`src/hw/rtl/acmg_pkg.sv`:
```
// shared widths, register indexes, mix coefficients and helpers for the channel mixer
package acmg_pkg;

    localparam int SAMPLE_BITS = 16;
    localparam int LANES       = 6;
    localparam int GAIN_W      = 20;
    localparam int GAIN_FRAC   = 12;
    localparam int COEF_W      = 17;
    localparam int COEF_FRAC   = 16;
    localparam int MODE_W      = 2;
    localparam int COUNT_W     = 3;
    localparam int INDEX_W     = 2;
    localparam int CFG_W       = GAIN_W;

    localparam int PROD_W   = SAMPLE_BITS + GAIN_W + 1;
    localparam int SUM_W    = SAMPLE_BITS + COEF_W + 2;
    localparam int FULL_W   = SUM_W + GAIN_W + 1;
    localparam int MIX_FRAC = COEF_FRAC + GAIN_FRAC;

    localparam int GAIN_ROUND = 2 ** GAIN_FRAC - 1;
    localparam int MIX_ROUND  = 2 ** MIX_FRAC - 1;

    localparam logic [INDEX_W-1:0] REG_MIX_MODE      = INDEX_W'(0);
    localparam logic [INDEX_W-1:0] REG_CHANNEL_COUNT = INDEX_W'(1);
    localparam logic [INDEX_W-1:0] REG_VOLUME_GAIN   = INDEX_W'(2);

    localparam logic [MODE_W-1:0] MODE_DOWNMIX = MODE_W'(1);
    localparam logic [MODE_W-1:0] MODE_UPMIX   = MODE_W'(2);

    localparam logic [MODE_W-1:0]  MIX_MODE_RESET      = MODE_W'(0);
    localparam logic [COUNT_W-1:0] CHANNEL_COUNT_RESET = COUNT_W'(2);
    localparam logic [GAIN_W-1:0]  VOLUME_GAIN_RESET   = GAIN_W'(4096);

    // unsigned q1.16: front, front, centre, lfe, back, back
    localparam logic [GAIN_W-1:0] COEF [LANES] = '{
        GAIN_W'(65536), GAIN_W'(65536), GAIN_W'(39059),
        GAIN_W'(23200), GAIN_W'(46334), GAIN_W'(46334)
    };

    typedef struct packed {
        logic             valid;
        logic             down;
        logic [LANES-1:0] en;
    } ctl_t;

    function automatic logic signed [SAMPLE_BITS-1:0] saturate(
        input logic signed [FULL_W-1:0] v
    );
        logic signed [FULL_W-1:0]      hi;
        logic signed [FULL_W-1:0]      lo;
        logic signed [SAMPLE_BITS-1:0] r;
        hi = {{(FULL_W - SAMPLE_BITS + 1){1'b0}}, {(SAMPLE_BITS - 1){1'b1}}};
        lo = ~hi;
        if (v > hi)
        begin
            r = {1'b0, {(SAMPLE_BITS - 1){1'b1}}};
        end
        else if (v < lo)
        begin
            r = {1'b1, {(SAMPLE_BITS - 1){1'b0}}};
        end
        else
        begin
            r = v[SAMPLE_BITS-1:0];
        end
        return r;
    endfunction

endpackage

```
`src/hw/rtl/acmg_lane.sv`:
```
// one mixer lane: sample times coefficient or gain, then q8.12 truncation and saturation
module acmg_lane (
    input  logic                                       clk,
    input  logic signed [acmg_pkg::SAMPLE_BITS-1:0]    sample,
    input  logic        [acmg_pkg::GAIN_W-1:0]         multiplier,
    output logic signed [acmg_pkg::PROD_W-1:0]         product,
    output logic signed [acmg_pkg::SAMPLE_BITS-1:0]    scaled
);

    logic signed [acmg_pkg::PROD_W-1:0]      product_reg;
    logic signed [acmg_pkg::PROD_W-1:0]      product_next;
    logic signed [acmg_pkg::PROD_W-1:0]      rounded;
    logic signed [acmg_pkg::PROD_W-1:0]      shifted;
    logic signed [acmg_pkg::SAMPLE_BITS-1:0] scaled_reg;
    logic signed [acmg_pkg::SAMPLE_BITS-1:0] scaled_next;
    logic signed [acmg_pkg::SAMPLE_BITS-1:0] scaled_d_reg;

    always_comb
    begin
        product_next = sample * signed'({1'b0, multiplier});
    end

    // truncate toward zero
    always_comb
    begin
        rounded = product_reg[acmg_pkg::PROD_W-1]
                ? product_reg + acmg_pkg::PROD_W'(acmg_pkg::GAIN_ROUND)
                : product_reg;
        shifted = rounded >>> acmg_pkg::GAIN_FRAC;
        scaled_next = acmg_pkg::saturate(acmg_pkg::FULL_W'(shifted));
    end

    always_ff @(posedge clk)
    begin
        product_reg  <= product_next;
        scaled_reg   <= scaled_next;
        scaled_d_reg <= scaled_reg;
    end

    assign product = product_reg;
    assign scaled  = scaled_d_reg;

endmodule

```
`config.mk`:
```
export PLATFORM = sky130hd
export DESIGN_NAME = acmg_lane
export DESIGN_NICKNAME = d
export VERILOG_FILES = /design/src/hw/rtl/acmg_pkg.sv /design/src/hw/rtl/acmg_lane.sv
export SDC_FILE = /design/constraint.sdc
export NUM_CORES = 1
export LEC_CHECK = 0
export ABC_AREA = 0
export BUFFER_PORTS_ARGS = -buffer_cell sky130_fd_sc_hd__buf_2
export CORE_AREA = 4 4 156 158
export CTS_CLUSTER_DIAMETER = 40
export CTS_CLUSTER_SIZE = 10
export DETAILED_ROUTE_END_ITERATION = 12
export DIE_AREA = 0 0 160 162
export GPL_TIMING_DRIVEN = 0
export PLACE_DENSITY = 0.77
export SYNTH_ARGS = -nofsm -noshare
export SYNTH_HDL_FRONTEND = slang
export SYNTH_SLANG_ARGS = --single-unit
```
`constraint.sdc`:
```
create_clock -name clk -period 6.2 [get_ports clk]
set_clock_uncertainty 0.05 [all_clocks]
set_input_delay 0.62 -clock clk [delete_from_list [all_inputs] [get_ports clk]]
set_output_delay 0.62 -clock clk [all_outputs]
set_load 0.01 [all_outputs]
```
==> results.toml <==
[outcome]
status = "completed"

[clock_network]
cts_tree = "yes"
ctsLongestPathBuffers = 2
h-tree-depth = 3
clk_latency_ps = 330
root_buffer = "clkbuf_16"
clkSinkCount = 69
hold_buffers = 0
clk_pin_slew_worst_paths_ps = 60
cts_buffers = 9

[grt]
grt_busiest_layer = "met2"
grt_usage_pct = 27.40
grt_pass1_wl_um = 56000
met3_usage_pct = 4.009
gr-total-overflow = 0
grt_max_degree = 17
grt_pass1_vias = 10930
met2_usage_pct = 45.51
antenna_found_initial = 0
use_met1_pct = 34.85

[timing]
max_freq_mhz = 163.8
fin_crit_sh_pct = 98.50
hold_viol = 0
slew_headroom_pct = 58.22
setup-violations-final = 0
hold_slack_ps = 273.8
setup_slack_ps = 93.27
tightest_slew_ps = 626.7
fin_tns_setup_ps = 0
drv_slew = 0
post-route-min-period_ps = 6107

[worst_hold_path]
hold_end = "scaled[0]$_DFF_P_"
min_path_cells = 0
hold_path.class = "register to register"
hold_start = "scaled_reg[0]$_SDFF_PN1_"

[floorplanning]
io-pin-count = 90
start_util_pct = 57.16
die-area_mm2 = 0.02592
core-area_mm2 = 0.02312
die_y_um = 162
rows = 56
die_w_um = 160

[worst_setup_path]
critical_path.top_delay_family = "adder cells"
crit_path_max_incr_delay_ps = 560
worst_path_max_delay_cell = "fa_1"
cp_num_buf_inv = 8
worstPathArrival_ps = 6270
cp-start-kind = "input port"
cp_max_fo = 7
crit_required_ps = 6370
crit_chain = "buf_12 -> clkbuf_16 -> nand2_2 -> fa_1 -> inv_2 -> fa_1 -> inv_1 -> fa_2 -> inv_2 -> fa_2 -> inv_1 -> fa_1 -> inv_2 -> fa_2 -> ha_4 -> nand4_1 -> buf_4 -> nor3_2 -> a22oi_2 -> a21boi_2 -> o31a_1 -> or4_1 -> and4_1"
reg2reg_slack_ps = 3210
reg2reg_to = "scaled_reg[11]$_SDFF_PN1_"
endpoint_kind = "register"
path_class = "input port to register"
r2r_cells = 9
worst_r2r_startpoint = "product[12]$_DFF_P_"

[finish]
final_common_cell = "inv_1"
areaGrowthSynthToFinish_pct = 14.39
diodes = 0
layout_common_cells = "326 x inv_1, 245 x fa_1, 191 x nand2_1, 141 x and2_1, 122 x ha_1"
drive_gt1_share_pct = 14.38
final_net_count = 2025
multi_input_area_mm2 = 0.01053
regArea_mm2 = 0.001381
largest_reg_flops = 37
n_fill_cell = 1862

[drt]
viasPerCell = 5.719
ant_nets = 0
drt-wirelength-per-cell_um = 18.66
drc = 0
first_pass_iters = 5
wirelength_um = 35500
dr.first_iter.drc_count = 841
vias = 10880

[yosys]
syn_area_per_cell_um2 = 8.864
async_reset_ff_share_pct = 0
ys_ff_latch = 69
yosysUniqueCellTypes = 62
synthFlopType = "dfxtp_1"
synth-seq-area-share_pct = 10.45
synthCells = 1491
yosys-top-cells-area = "fa_1 38%, ha_1 12%, dfxtp_1 10%"
synth-edff-count = 0
yosysWarnings = 0
syn-num-nets = 1908
synth_top_cell_area_share_pct = 37.87
yosysTopAreaCell = "fa_1"
synth_area_mm2 = 0.01322

[run]
cap_violations = 0

[placement]
port_buffers = 74
place_ws_ps = -1119
dp_hpwl_um = 28240
place.gp.congestion = 0.9702
[cells by family after synthesis]
logic type / synth area share, %
compound gates: 7.507
xor+xnor: 2.717
fa+ha+maj: 50.18
buf+inv: 11.44
flops: 10.45
mux: 0.1609
simple gates: 17.55
[how the worst max path moves through the flow]
stage	start	end	depth (start not counted)	slack, ps
after CTS	multiplier[15]	product[34]$_DFF_P_	20	4
after floorplan	sample[1]	product[34]$_DFF_P_	21	20
after global placement	multiplier[17]	product[36]$_DFF_P_	21	-990
after global routing	multiplier[9]	product[34]$_DFF_P_	23	-80
final	multiplier[9]	product[34]$_DFF_P_	23	90
after detailed placement	multiplier[17]	product[36]$_DFF_P_	21	-1120
[metrics by stage]
| stage | instance area, um^2 | cells | utilization, % |
|---|---|---|---|
| 2_1_floorplan | 13240 | 1491 | - |
| 3_3_place_gp | 13970 | 1855 | 60.43 |
| 3_5_place_dp | 13970 | 1855 | 60.43 |
| 4_1_cts | 14750 | 1881 | 63.78 |
| 6_report | 15120 | 1903 | 65.38 |
| 5_1_grt | 15120 | 1903 | 65.38 |
[final cells by class]
cell class                 instances  area share (%)
sequential                        69           9.137
multi-input combinational       1025           69.65
clock inverter                     6          0.6124
inverter                         332           8.243
tap                              290           2.400
timing repair buffer             111           4.916
clock buffer                      10           1.581
buffer                            60           3.459
[synthesized netlist by cell type (4+ instances only)]
library cell	instances
inv_1	332
fa_1	250
nand2_1	196
and2_1	142
ha_1	130
dfxtp_1	69
clkbuf_1	58
nor2_1	44
a21oi_1	40
xnor2_1	29
a31oi_1	20
a21o_1	17
a2111oi_0	14
nand3_1	14
o21ai_0	12
xor2_1	12
nor3_1	10
nand2b_1	9
nand4_1	9
and3_1	6
o21bai_1	6
nor4_1	5
buf_2	4
nor3b_1	4
o211ai_1	4
or3_1	4
[per-layer routing]
metal  wire, um  vias up  share of wire [%]
li1           -     4803                  -
met1      13150     5380                 37
met2      17240      545                 49
met3       2871      155                8.1
met4       2237        0                6.3
met5          0        -                  0
[repair_timing]
item / 4_1_cts / 5_1_grt
pin swaps: 8 / 33
endpoints found under the setup margin: 17 / 12
setup buffers: 13 / 24
resized for setup: 95 / 90
Power is left out: the tool's default activity adds up to more than one toggle a clock period on the data nets, which glitch-free logic cannot reach.
